===== config.mk =====
export PLATFORM = sky130hd
export DESIGN_NAME = vtpd_mac
export DESIGN_NICKNAME = d
export VERILOG_FILES = /design/src/vtpd_pkg.sv /design/src/vtpd_mac.sv
export SDC_FILE = /design/constraint.sdc
export NUM_CORES = 2
export LEC_CHECK = 0
export BUFFER_PORTS_ARGS = -buffer_cell sky130_fd_sc_hd__buf_4
export CELL_PAD_IN_SITES_DETAIL_PLACEMENT = 1
export CELL_PAD_IN_SITES_GLOBAL_PLACEMENT = 2
export CORE_AREA = 8 8 337 273
export CTS_BUF_LIST = sky130_fd_sc_hd__clkbuf_2 sky130_fd_sc_hd__clkbuf_4 sky130_fd_sc_hd__clkbuf_8
export DETAILED_ROUTE_END_ITERATION = 8
export DIE_AREA = 0 0 345 281
export GPL_TIMING_DRIVEN = 0
export PLACE_DENSITY = 0.84
export SETUP_SLACK_MARGIN = 0.02
export SLEW_MARGIN = 20
export SYNTH_ARGS = -nofsm -noshare
export SYNTH_HDL_FRONTEND = slang
export SYNTH_SLANG_ARGS = --single-unit

===== constraint.sdc =====
create_clock -name clk -period 7.7 [get_ports clk]
set_input_delay 0.385 -clock clk [delete_from_list [all_inputs] [get_ports clk]]
set_output_delay 0.385 -clock clk [all_outputs]
set_load 0.01 [all_outputs]

===== src/vtpd_pkg.sv =====
// Package for the vertex transform with perspective divide.
// Holds widths, register codes, reset values and the payload structs.
// No dependencies; every other file uses it through scoped names.
package vtpd_pkg;

	localparam int COORD_BITS = 16;
	localparam int FRAC_BITS  = 8;
	localparam int LANE_W     = 16;
	localparam int NUM_LANES  = 4;
	localparam int NUM_DIV    = 3;

	localparam int PROD_W = COORD_BITS + LANE_W;
	localparam int OFFS_W = LANE_W + FRAC_BITS;
	localparam int ACC_W  = ((PROD_W > OFFS_W) ? PROD_W : OFFS_W) + 2;
	localparam int DIV_W  = ACC_W + COORD_BITS + FRAC_BITS;

	// mac product, mac sum, magnitude, setup, one per quotient bit, saturate
	localparam int NUM_STG = COORD_BITS + 5;

	localparam int CFG_W     = 64;
	localparam int CFG_IDX_W = 8;

	typedef enum logic [CFG_IDX_W-1:0] {
		REG_ROW_X      = 8'd0,
		REG_ROW_Y      = 8'd1,
		REG_ROW_Z      = 8'd2,
		REG_ROW_OFFSET = 8'd3
	} cfg_reg_t;

	localparam logic [CFG_W-1:0] RST_ROW_X      = 64'h0000_0000_0000_0100;
	localparam logic [CFG_W-1:0] RST_ROW_Y      = 64'h0000_0000_0100_0000;
	localparam logic [CFG_W-1:0] RST_ROW_Z      = 64'h0000_0100_0000_0000;
	localparam logic [CFG_W-1:0] RST_ROW_OFFSET = 64'h0100_0000_0000_0000;

	typedef logic signed [COORD_BITS-1:0] coord_t;
	typedef logic signed [LANE_W-1:0]     coef_t;
	typedef logic signed [ACC_W-1:0]      acc_t;

	localparam coord_t COORD_MAX = coord_t'({1'b0, {(COORD_BITS-1){1'b1}}});
	localparam coord_t COORD_MIN = coord_t'({1'b1, {(COORD_BITS-1){1'b0}}});

	typedef struct packed {
		coord_t in_x;
		coord_t in_y;
		coord_t in_z;
	} in_t;

	typedef struct packed {
		coord_t out_x;
		coord_t out_y;
		coord_t out_z;
		logic   w_was_zero;
		logic   clipped;
	} out_t;

	typedef struct packed {
		coord_t quo;
		logic   clip;
		logic   zero;
	} div_res_t;

endpackage


===== src/vtpd_mac.sv =====
// One lane of the matrix product: three multiplies, then sum with offset.
// Two pipeline stages. Uses vtpd_pkg.
module vtpd_mac (
	input  logic            clk,
	input  logic            en,
	input  vtpd_pkg::coord_t px,
	input  vtpd_pkg::coord_t py,
	input  vtpd_pkg::coord_t pz,
	input  vtpd_pkg::coef_t  cx,
	input  vtpd_pkg::coef_t  cy,
	input  vtpd_pkg::coef_t  cz,
	input  vtpd_pkg::coef_t  off,
	output vtpd_pkg::acc_t   acc
);
	logic signed [vtpd_pkg::PROD_W-1:0] prod_x_s1, prod_y_s1, prod_z_s1;
	vtpd_pkg::coef_t off_s1;
	vtpd_pkg::acc_t  acc_s2;

	always_ff @(posedge clk) begin
		if (en) begin
			prod_x_s1 <= vtpd_pkg::PROD_W'(px) * vtpd_pkg::PROD_W'(cx);
			prod_y_s1 <= vtpd_pkg::PROD_W'(py) * vtpd_pkg::PROD_W'(cy);
			prod_z_s1 <= vtpd_pkg::PROD_W'(pz) * vtpd_pkg::PROD_W'(cz);
			off_s1    <= off;
			acc_s2    <= vtpd_pkg::ACC_W'(prod_x_s1) + vtpd_pkg::ACC_W'(prod_y_s1)
				+ vtpd_pkg::ACC_W'(prod_z_s1)
				+ (vtpd_pkg::ACC_W'(off_s1) <<< vtpd_pkg::FRAC_BITS);
		end
	end

	assign acc = acc_s2;
endmodule


==> results_dict.tcl <==
set metrics [dict create \
    rsz0062_at_grt "no" \
    final_cells 5038 \
    wire_per_inst_um 19.8 \
    ctsHtreeMaxLevel 4 \
    fin_crit_ns 6.95 \
    cp_top_family "adder cells" \
    drv_cap 0 \
    die_h_um 281 \
    initial_core_util 0.425 \
    synthTopCellsByArea "fa_1 46%, edfxtp_1 12%, ha_1 9.6%" \
    grt_pass1_wl_mm 162 \
    ys.flop_type "edfxtp_1" \
    clock_sinks 146 \
    synth_fa_ha_area_frac 0.555 \
    drt_iter0_drc 1269 \
    syn_avg_cell_area_um2 9.92 \
    synth.top_cells.by_count "888 x inv_1, 844 x fa_1, 386 x nand2_1" \
    syn-num-nets 4959 \
    routed_wl_mm 99.5 \
    area_growth_pct 8.15 \
    cts_made_buffers 17 \
    clock_skew_ns 0.0146 \
    synth_compound_area_frac 0.0570 \
    netlist.area_leader.share 0.458 \
    crit_arrival_ns 7.17 \
    post-route-period-util 0.903 \
    synthSimpleGateAreaFrac 0.137 \
    crit_slowest_cell "fa_1" \
    final_antenna_net_count 0 \
    cts_buffer_depth 2 \
    clk_pin_slew_ns 0.10 \
    synth_mux_area_frac 0.00115 \
    core-area_um2 86700 \
    fin_tns_setup_ns 0 \
    hold_path_class "primary input to register" \
    antenna_found_initial 7 \
    cts_tree "done" \
    die_area_um2 96900 \
    ys_ff_latch 146 \
    final_nets 5126 \
    clock_latency_ns 0.48 \
    vias_per_cell 5.13 \
    hold_buffers 0 \
    postCtsSetupRepairBufs 0 \
    synth_edf_count 146 \
    crit_type "primary input to register" \
    ys_warn_count 0 \
    grt_use_total 0.213 \
    cp-start-kind "primary input" \
    syn_area_um2 36900 \
    ys_types 69 \
    maxSlewHeadroom 0.443 \
    synth_top_family_by_area "adder cells" \
    crit_fanout 10 \
    num_rows 97 \
    status "complete, no violations" \
    cts_root_buffer "clkbuf_8" \
    worst_slew_pin_slew_ns 0.825 \
    die_w_um 345 \
    cts_resized 0 \
    dr_total_vias 25800 \
    firstDrtPassIters 5 \
    netlist_instances 3717 \
    cp_cell_sequence "buf_4 > clkbuf_1 > nand2_1 > inv_1 > fa_1 > fa_1 > fa_1 > fa_1 > fa_1 > inv_1 > fa_1 > inv_1 > ha_1 > o21ai_1 > a21oi_1 > or2_2 > nor3_1 > o311ai_2 > a2111oi_0 > nor3b_1" \
    drt_drc_violations_left 0 \
    grt_pass1_vias 28900 \
    setup_violations 0 \
    ys_seq_area_frac 0.119 \
    whs_ns 0.0696 \
    drive_above_1_share 0.0523 \
    yosys.area.top_type "fa_1" \
    finalMaxSlewViolations 0 \
    grt_max_degree 79 \
    dp_cells 5003 \
    postSynth.asyncResetShare 0 \
    synth_xor_area_frac 0.0295 \
    numPortBuffers 147 \
    worst-path-buf-inv 5 \
    cp.required_ns 7.92 \
    hold_violations 0 \
    path_common_cell "fa_1" \
    globalplace.congestion 0.916 \
    synth_most_common_cell "inv_1" \
    globalRouteOverflowTotal 0 \
    endpoint_kind "register" \
    hpwlAfterDp_mm 88.7 \
    ioPinCount 148 \
    cpPeakStageDelay_ns 0.96 \
    max_freq_ghz 0.144 \
]
==> cell usage in the layout, fill, tap and decap left out, drive strengths merged, types with 4 or more instances in the layout <==
master  netlist  final
inv         890    896
fa          844    844
nand2       386    386
and2        384    384
ha          284    284
buf           0    148
edfxtp      146    146
clkbuf      108    125
nor2        103    103
xnor2        97     97
a21oi        91     91
o21ai        49     49
a21o         41     41
nand2b       30     30
xor2         27     27
nor3         24     24
nand3        19     19
o21a         18     18
a31oi        17     17
and3         15     15
nor2b        15     15
o21bai       14     14
o311ai       11     11
o211ai        9      9
a211oi        8      8
o31ai         8      8
clkinv        0      7
nand4         6      6
or3           6      6
a311oi        6      6
or4           5      5
a21boi        4      4
a31o          4      4
nor4          4      4
==> layout make-up <==
cell class                 instances  area [um2]
sequential                       146        4380
fill                            9903       46800
inverter                         890        3340
tap                             1138        1420
clock buffer                      17         234
clock inverter                    15         193
buffer                           108         405
antenna                            3        7.51
timing repair buffer             148        1140
multi-input combinational       2573       28700
==> cells by family (layout without fill, tap and decap cells) <==
| family | Yosys count | in the layout |
|---|---|---|
| fa+ha+maj | 1128 | 1128 |
| simple gates | 1007 | 1007 |
| buf+inv | 998 | 1178 |
| compound gates | 310 | 310 |
| flops | 146 | 146 |
| xor+xnor | 124 | 124 |
| mux | 4 | 4 |
| other cells | 0 | 3 |
==> metal layers <==
layer / routed length (um) / GRT usage / share of wire
met4: 1570 / 0.0375 / 0.016
met5: 13 / 0 / 0.00013
met1: 47000 / 0.311 / 0.47
met3: 7250 / 0.0545 / 0.073
met2: 43700 / 0.323 / 0.44
==> worst paths after layout <==
path | startpoint | endpoint | slack, ns | depth (start not counted)
setup / recovery | cy[2] | prod_y_s1[31]$_DFFE_PP_ | 0.75 | 20
hold / removal | off[7] | off_s1[7]$_DFFE_PP_ | 0.07 | 1
setup reg to reg | prod_y_s1[11]$_DFFE_PP_ | acc[32]$_DFFE_PP_ | 3.39 | 11
hold reg to reg | prod_z_s1[1]$_DFFE_PP_ | acc[1]$_DFFE_PP_ | 0.76 | 2
==> through the flow <==
step | setup slack (ns) | cell area, um2 | util
6_report | 0.751 | 39900 | 0.460
4_1_cts | 0.800 | 39900 | 0.460
3_3_place_gp | 0.162 | 39400 | 0.454
2_1_floorplan | 1.56 | 36900 | -
3_5_place_dp | 0.273 | 39400 | 0.455
5_1_grt | 0.483 | 39900 | 0.460
==> sequential cells by signal, summed over array words and instances (netlist names) <==
name       count
prod_x_s1     32
prod_z_s1     32
acc           34
off_s1        16
prod_y_s1     32
Power is left out: the tool's default activity adds up to more than one toggle a clock period on the data nets, which glitch-free logic cannot reach.
