<file path="config.mk">
export PLATFORM = sky130hd
export DESIGN_NAME = vtpd_div
export DESIGN_NICKNAME = d
export VERILOG_FILES = /design/src/vtpd_pkg.sv /design/src/vtpd_div.sv
export SDC_FILE = /design/constraint.sdc
export NUM_CORES = 2
export LEC_CHECK = 0
export BUFFER_PORTS_ARGS = -buffer_cell sky130_fd_sc_hd__buf_2
export CAP_MARGIN = 20
export CORE_ASPECT_RATIO = 0.75
export CORE_MARGIN = 3
export CORE_UTILIZATION = 45
export DETAILED_ROUTE_END_ITERATION = 6
export GPL_ROUTABILITY_DRIVEN = 0
export PLACE_DENSITY = 0.57
export REMOVE_ABC_BUFFERS = 1
export SYNTH_ARGS = -nofsm -noshare
export SYNTH_HDL_FRONTEND = slang
export SYNTH_SLANG_ARGS = --single-unit
</file>
<file path="constraint.sdc">
create_clock -name clk -period 6.58 [get_ports clk]
set_input_delay 1.316 -clock clk [delete_from_list [all_inputs] [get_ports clk]]
set_output_delay 1.316 -clock clk [all_outputs]
set_load 0.01 [all_outputs]
</file>
<file path="src/vtpd_pkg.sv">
// Package for the vertex transform with perspective divide.
// Holds widths, register codes, reset values and the payload structs.
// No dependencies; every other file uses it through scoped names.
package vtpd_pkg;

	localparam int COORD_BITS = 16;
	localparam int FRAC_BITS  = 8;
	localparam int LANE_W     = 16;
	localparam int NUM_LANES  = 4;
	localparam int NUM_DIV    = 3;

	localparam int PROD_W = COORD_BITS + LANE_W;
	localparam int OFFS_W = LANE_W + FRAC_BITS;
	localparam int ACC_W  = ((PROD_W > OFFS_W) ? PROD_W : OFFS_W) + 2;
	localparam int DIV_W  = ACC_W + COORD_BITS + FRAC_BITS;

	// mac product, mac sum, magnitude, setup, one per quotient bit, saturate
	localparam int NUM_STG = COORD_BITS + 5;

	localparam int CFG_W     = 64;
	localparam int CFG_IDX_W = 8;

	typedef enum logic [CFG_IDX_W-1:0] {
		REG_ROW_X      = 8'd0,
		REG_ROW_Y      = 8'd1,
		REG_ROW_Z      = 8'd2,
		REG_ROW_OFFSET = 8'd3
	} cfg_reg_t;

	localparam logic [CFG_W-1:0] RST_ROW_X      = 64'h0000_0000_0000_0100;
	localparam logic [CFG_W-1:0] RST_ROW_Y      = 64'h0000_0000_0100_0000;
	localparam logic [CFG_W-1:0] RST_ROW_Z      = 64'h0000_0100_0000_0000;
	localparam logic [CFG_W-1:0] RST_ROW_OFFSET = 64'h0100_0000_0000_0000;

	typedef logic signed [COORD_BITS-1:0] coord_t;
	typedef logic signed [LANE_W-1:0]     coef_t;
	typedef logic signed [ACC_W-1:0]      acc_t;

	localparam coord_t COORD_MAX = coord_t'({1'b0, {(COORD_BITS-1){1'b1}}});
	localparam coord_t COORD_MIN = coord_t'({1'b1, {(COORD_BITS-1){1'b0}}});

	typedef struct packed {
		coord_t in_x;
		coord_t in_y;
		coord_t in_z;
	} in_t;

	typedef struct packed {
		coord_t out_x;
		coord_t out_y;
		coord_t out_z;
		logic   w_was_zero;
		logic   clipped;
	} out_t;

	typedef struct packed {
		coord_t quo;
		logic   clip;
		logic   zero;
	} div_res_t;

endpackage

</file>
<file path="src/vtpd_div.sv">
// One divider lane: (num << FRAC_BITS) / den, truncated toward zero, saturated.
// Restoring division, one quotient bit per stage. Uses vtpd_pkg.
module vtpd_div (
	input  logic                clk,
	input  logic                en,
	input  vtpd_pkg::acc_t      num,
	input  vtpd_pkg::acc_t      den,
	output vtpd_pkg::div_res_t  res
);
	localparam int CB = vtpd_pkg::COORD_BITS;

	logic                        neg_s3, zero_s3;
	logic [vtpd_pkg::ACC_W-1:0]  a_s3, b_s3;

	// index 0 is the setup stage, index j is after j quotient bits
	logic [vtpd_pkg::DIV_W-1:0]  rem_s4  [CB+1];
	logic [vtpd_pkg::ACC_W-1:0]  dvs_s4  [CB+1];
	logic [CB-1:0]               quo_s4  [CB+1];
	logic                        neg_s4  [CB+1];
	logic                        over_s4 [CB+1];
	logic                        zero_s4 [CB+1];

	vtpd_pkg::div_res_t res_sf;

	logic [vtpd_pkg::DIV_W-1:0] dividend, dvs_top;
	logic [CB-1:0]              lim, mag, q_last;
	logic                       clip;

	assign dividend = vtpd_pkg::DIV_W'(a_s3) << vtpd_pkg::FRAC_BITS;
	assign dvs_top  = vtpd_pkg::DIV_W'(b_s3) << CB;

	always_ff @(posedge clk) begin
		if (en) begin
			neg_s3  <= num[vtpd_pkg::ACC_W-1] ^ den[vtpd_pkg::ACC_W-1];
			a_s3    <= num[vtpd_pkg::ACC_W-1] ? vtpd_pkg::ACC_W'(-num) : vtpd_pkg::ACC_W'(num);
			b_s3    <= den[vtpd_pkg::ACC_W-1] ? vtpd_pkg::ACC_W'(-den) : vtpd_pkg::ACC_W'(den);
			zero_s3 <= (den == '0);

			rem_s4[0]  <= dividend;
			dvs_s4[0]  <= b_s3;
			quo_s4[0]  <= '0;
			neg_s4[0]  <= neg_s3;
			over_s4[0] <= (dividend >= dvs_top);
			zero_s4[0] <= zero_s3;
		end
	end

	for (genvar j = 0; j < CB; j++) begin : g_bit
		localparam int BIT = CB - 1 - j;
		logic [vtpd_pkg::DIV_W-1:0] sub;
		logic                       ge;
		assign sub = vtpd_pkg::DIV_W'(dvs_s4[j]) << BIT;
		assign ge  = (rem_s4[j] >= sub);
		always_ff @(posedge clk) begin
			if (en) begin
				rem_s4[j+1]  <= ge ? rem_s4[j] - sub : rem_s4[j];
				dvs_s4[j+1]  <= dvs_s4[j];
				quo_s4[j+1]  <= quo_s4[j] | (CB'(ge) << BIT);
				neg_s4[j+1]  <= neg_s4[j];
				over_s4[j+1] <= over_s4[j];
				zero_s4[j+1] <= zero_s4[j];
			end
		end
	end

	always_comb begin
		q_last = quo_s4[CB];
		lim    = neg_s4[CB] ? CB'(vtpd_pkg::COORD_MIN) : CB'(vtpd_pkg::COORD_MAX);
		clip   = over_s4[CB] || (q_last > lim);
		mag    = clip ? lim : q_last;
	end

	always_ff @(posedge clk) begin
		if (en) begin
			res_sf.quo  <= neg_s4[CB] ? vtpd_pkg::coord_t'(-mag) : vtpd_pkg::coord_t'(mag);
			res_sf.clip <= clip;
			res_sf.zero <= zero_s4[CB];
		end
	end

	assign res = res_sf;
endmodule

</file>
==> results.txt <==
Clk slew on worst S/H paths - 0.06 ns
Via/cell ratio - 5.66
Post-Syn Area - 91000 sq um
Delay-heaviest family, CP - compound AO/OA/AOI/OAI gates
Synth warnings - 0
Hold Buf Count CTS - 0
Logic pwr share - 0.361
Least-Margin Pin Slew - 1.18 ns
Crit-path cells - ha_1 -> and4_1 -> and3_1 -> and3_1 -> o31ai_1 -> a2111oi_0 -> o21ai_0 -> nand2_2 -> buf_4 -> nand2_1 -> nor3_1 -> xor2_1
CP Launch Type - flop
Die Footprint - 208000 sq um
Layout Cells excl Fill - 11138
Switching power - 14400 uW
Initial DRC count - 5654
WP buf/inv - 1
Worst skew pair latency - 0.83 ns
Internal power - 26500 uW
Post-Route Utilization - 0.502
Number of synthesized flops with an enable pin - 1631
Post-synth ARST share - 0
Die Span Y - 396 um
Hold slack - 0.410 ns
Vias - 63013
Skew final - 0.0527 ns
Synth Instances - 8234
Clock network power share - 0.249
Max cap viols - 0
Num CTS Buffers - 177
Pwr Density - 407 nW/um^2
Clock Sinks - 1631
FF-to-FF setup slack - 1.70 ns
RSZ-0062 raised after global routing - false
Vias in the first global route - 60245
Core footprint - 200000 sq um
CTS tree - yes
Die Width - 525 um
Total GRT Usage - 0.215
Power share of the sequential group - 0.390
Fmax achieved - 205 MHz
Postcts setup bufs - 0
Worst min path class - reg2reg
Final slew viol count - 0
Critical-path maximum fanout - 60
Pleak - 0.0391 uW
Layout cells sized above 1 - 0.0648
Area delta synth->final - 10.4%
Status - complete, no violations
Register area - 49000 sq um
Crit Path Class - reg2reg
Port bufs - 87
Final wirelength - 227000 um
Post-DRT Antenna Nets - 0
Fill cells - 17683
Crit path max-delay cell type - a2111oi_0
First-pass DRT Iterations - 6
Crit-path max cell delay - 0.89 ns
Crit. End Element - flop
IO Pins - 88
Sw frac - 0.351
Antenna violations before repair - 6
Initial Util - 0.454
CP Data Required Time - 7.14 ns
Cell Count Post-Placement - 10822
Root Buffer - clkbuf_16
Most used flip-flop cell after synthesis - edfxtp_1
Total grt overflow - 0
Commonest cells after routing, fill and taps aside - edfxtp_1, inv_1, nand2_1
Clk buf depth - 4
Commonest non-fill, non-tap cell in the layout - edfxtp_1
Most frequent CP cell - and3_1
Sequential fraction of the synthesis area - 0.538
Final min period - 4.88 ns
Multi-input gate area - 38700 sq um
Nets - 9004
Resized Gates After CTS - 0
DRC viols - 0
First-pass GRT wire length - 354000 um
Max-slew headroom - 0.203
Distinct cells, synth - 92
Row count - 142
Hold Vio Cnt, Final - 0
Final setup vio count - 0
Dpl hpwl - 172000 um
Yosys reg bits - 1631
Routed wire length per instance - 20.4 um
Pin count of the biggest net entering global routing - 164
Syn avg cell area - 11.1 sq um
Tcrit/Tclk final - 0.741
H-Tree Depth - 4
VDD IR max - 0.196 mV
Crit path DAT - 5.43 ns
-- routing by layer --
layer | GRT usage | routed length (um)
met4 | 0.0574 | 6170
met5 | 0 | 0
met1 | 0.327 | 111000
met2 | 0.316 | 95100
met3 | 0.0368 | 15100
-- state kept, by name (all words and copies together) (netlist names), 17 cells and up --
signal	cells
zero_s4	17
quo_s4	136
rem_s4	812
neg_s4	17
b_s3	34
res	18
a_s3	34
over_s4	17
dvs_s4	544
-- Yosys cell counts, types with 54 or more instances --
| cell type | n | area (sq um) |
|---|---|---|
| edfxtp_1 | 1631 | 49000 |
| inv_1 | 726 | 2730 |
| nand2_1 | 662 | 2480 |
| a21oi_1 | 632 | 3160 |
| ha_1 | 581 | 7270 |
| o21ai_0 | 559 | 2800 |
| nor2_1 | 472 | 1770 |
| xnor2_1 | 407 | 3560 |
| xor2_1 | 306 | 2680 |
| a21o_1 | 289 | 2170 |
| clkbuf_1 | 186 | 698 |
| nor3_1 | 167 | 836 |
| nand3_1 | 143 | 716 |
| nand4_1 | 119 | 744 |
| o21a_1 | 95 | 713 |
| nand2b_1 | 92 | 576 |
| nor4_1 | 90 | 563 |
| o21bai_1 | 70 | 526 |
| mux2_2 | 69 | 777 |
| nor2b_1 | 63 | 394 |
| o31ai_1 | 63 | 473 |
| or3_1 | 61 | 382 |
| and3_1 | 54 | 338 |
-- logic make-up (layout without fill, tap and decap cells) --
| family | count (synthesis) | after routing | synth area share |
|---|---|---|---|
| multiplexers | 72 | 72 | 0.00886 |
| buffers and inverters | 940 | 1178 | 0.0389 |
| flip-flops | 1631 | 1631 | 0.538 |
| AO/OA/AOI/OAI | 2110 | 2110 | 0.145 |
| adder cells (fa/ha/maj) | 596 | 596 | 0.0831 |
| AND/OR/NAND/NOR | 2172 | 2172 | 0.118 |
| XOR/XNOR | 713 | 713 | 0.0686 |
| other | 0 | 2 | 0 |
-- final timing paths --
check	start	endpoint	depth (start not counted)
worst max-delay path	rem_s4[0][823]	rem_s4[0][906]	12
worst min register to register	over_s4[0][13]	over_s4[0][14]	0
worst max register to register	rem_s4[0][823]	rem_s4[0][906]	12
worst min-delay path	over_s4[0][13]	over_s4[0][14]	0
-- per-stage QoR --
step | area [sq um] | setup TNS [ns] | total power (uW) | setup slack [ns]
6_report | 101000 | 0 | 40900 | 1.70
4_1_cts | 101000 | 0 | 41000 | 1.95
3_5_place_dp | 94700 | 0 | 30500 | 1.83
3_3_place_gp | 94700 | 0 | 30500 | 2.00
5_1_grt | 101000 | 0 | 43500 | 1.53
2_1_floorplan | 90200 | -0.0604 | 26300 | -0.0300
-- final cells by class --
class / count / area share
sequential: 1631 / 0.487
multi-input combinational: 5663 / 0.385
clock buffer: 206 / 0.0454
tap: 2664 / 0.0332
inverter: 727 / 0.0271
clock inverter: 107 / 0.0128
timing repair buffer: 138 / 0.00986
antenna: 2 / 0.0000498
-- power groups by stage --
stage / Sequential (uW) / Clock (uW) / Combinational [uW]
2_1_floorplan: 15300 / 0 / 11000
3_3_place_gp: 16200 / 0 / 14300
3_5_place_dp: 16100 / 0 / 14400
4_1_cts: 15900 / 10500 / 14600
5_1_grt: 16100 / 10900 / 16400
6_report: 16000 / 10200 / 14800
No activity file was read; power rests on OpenSTA's default activity.
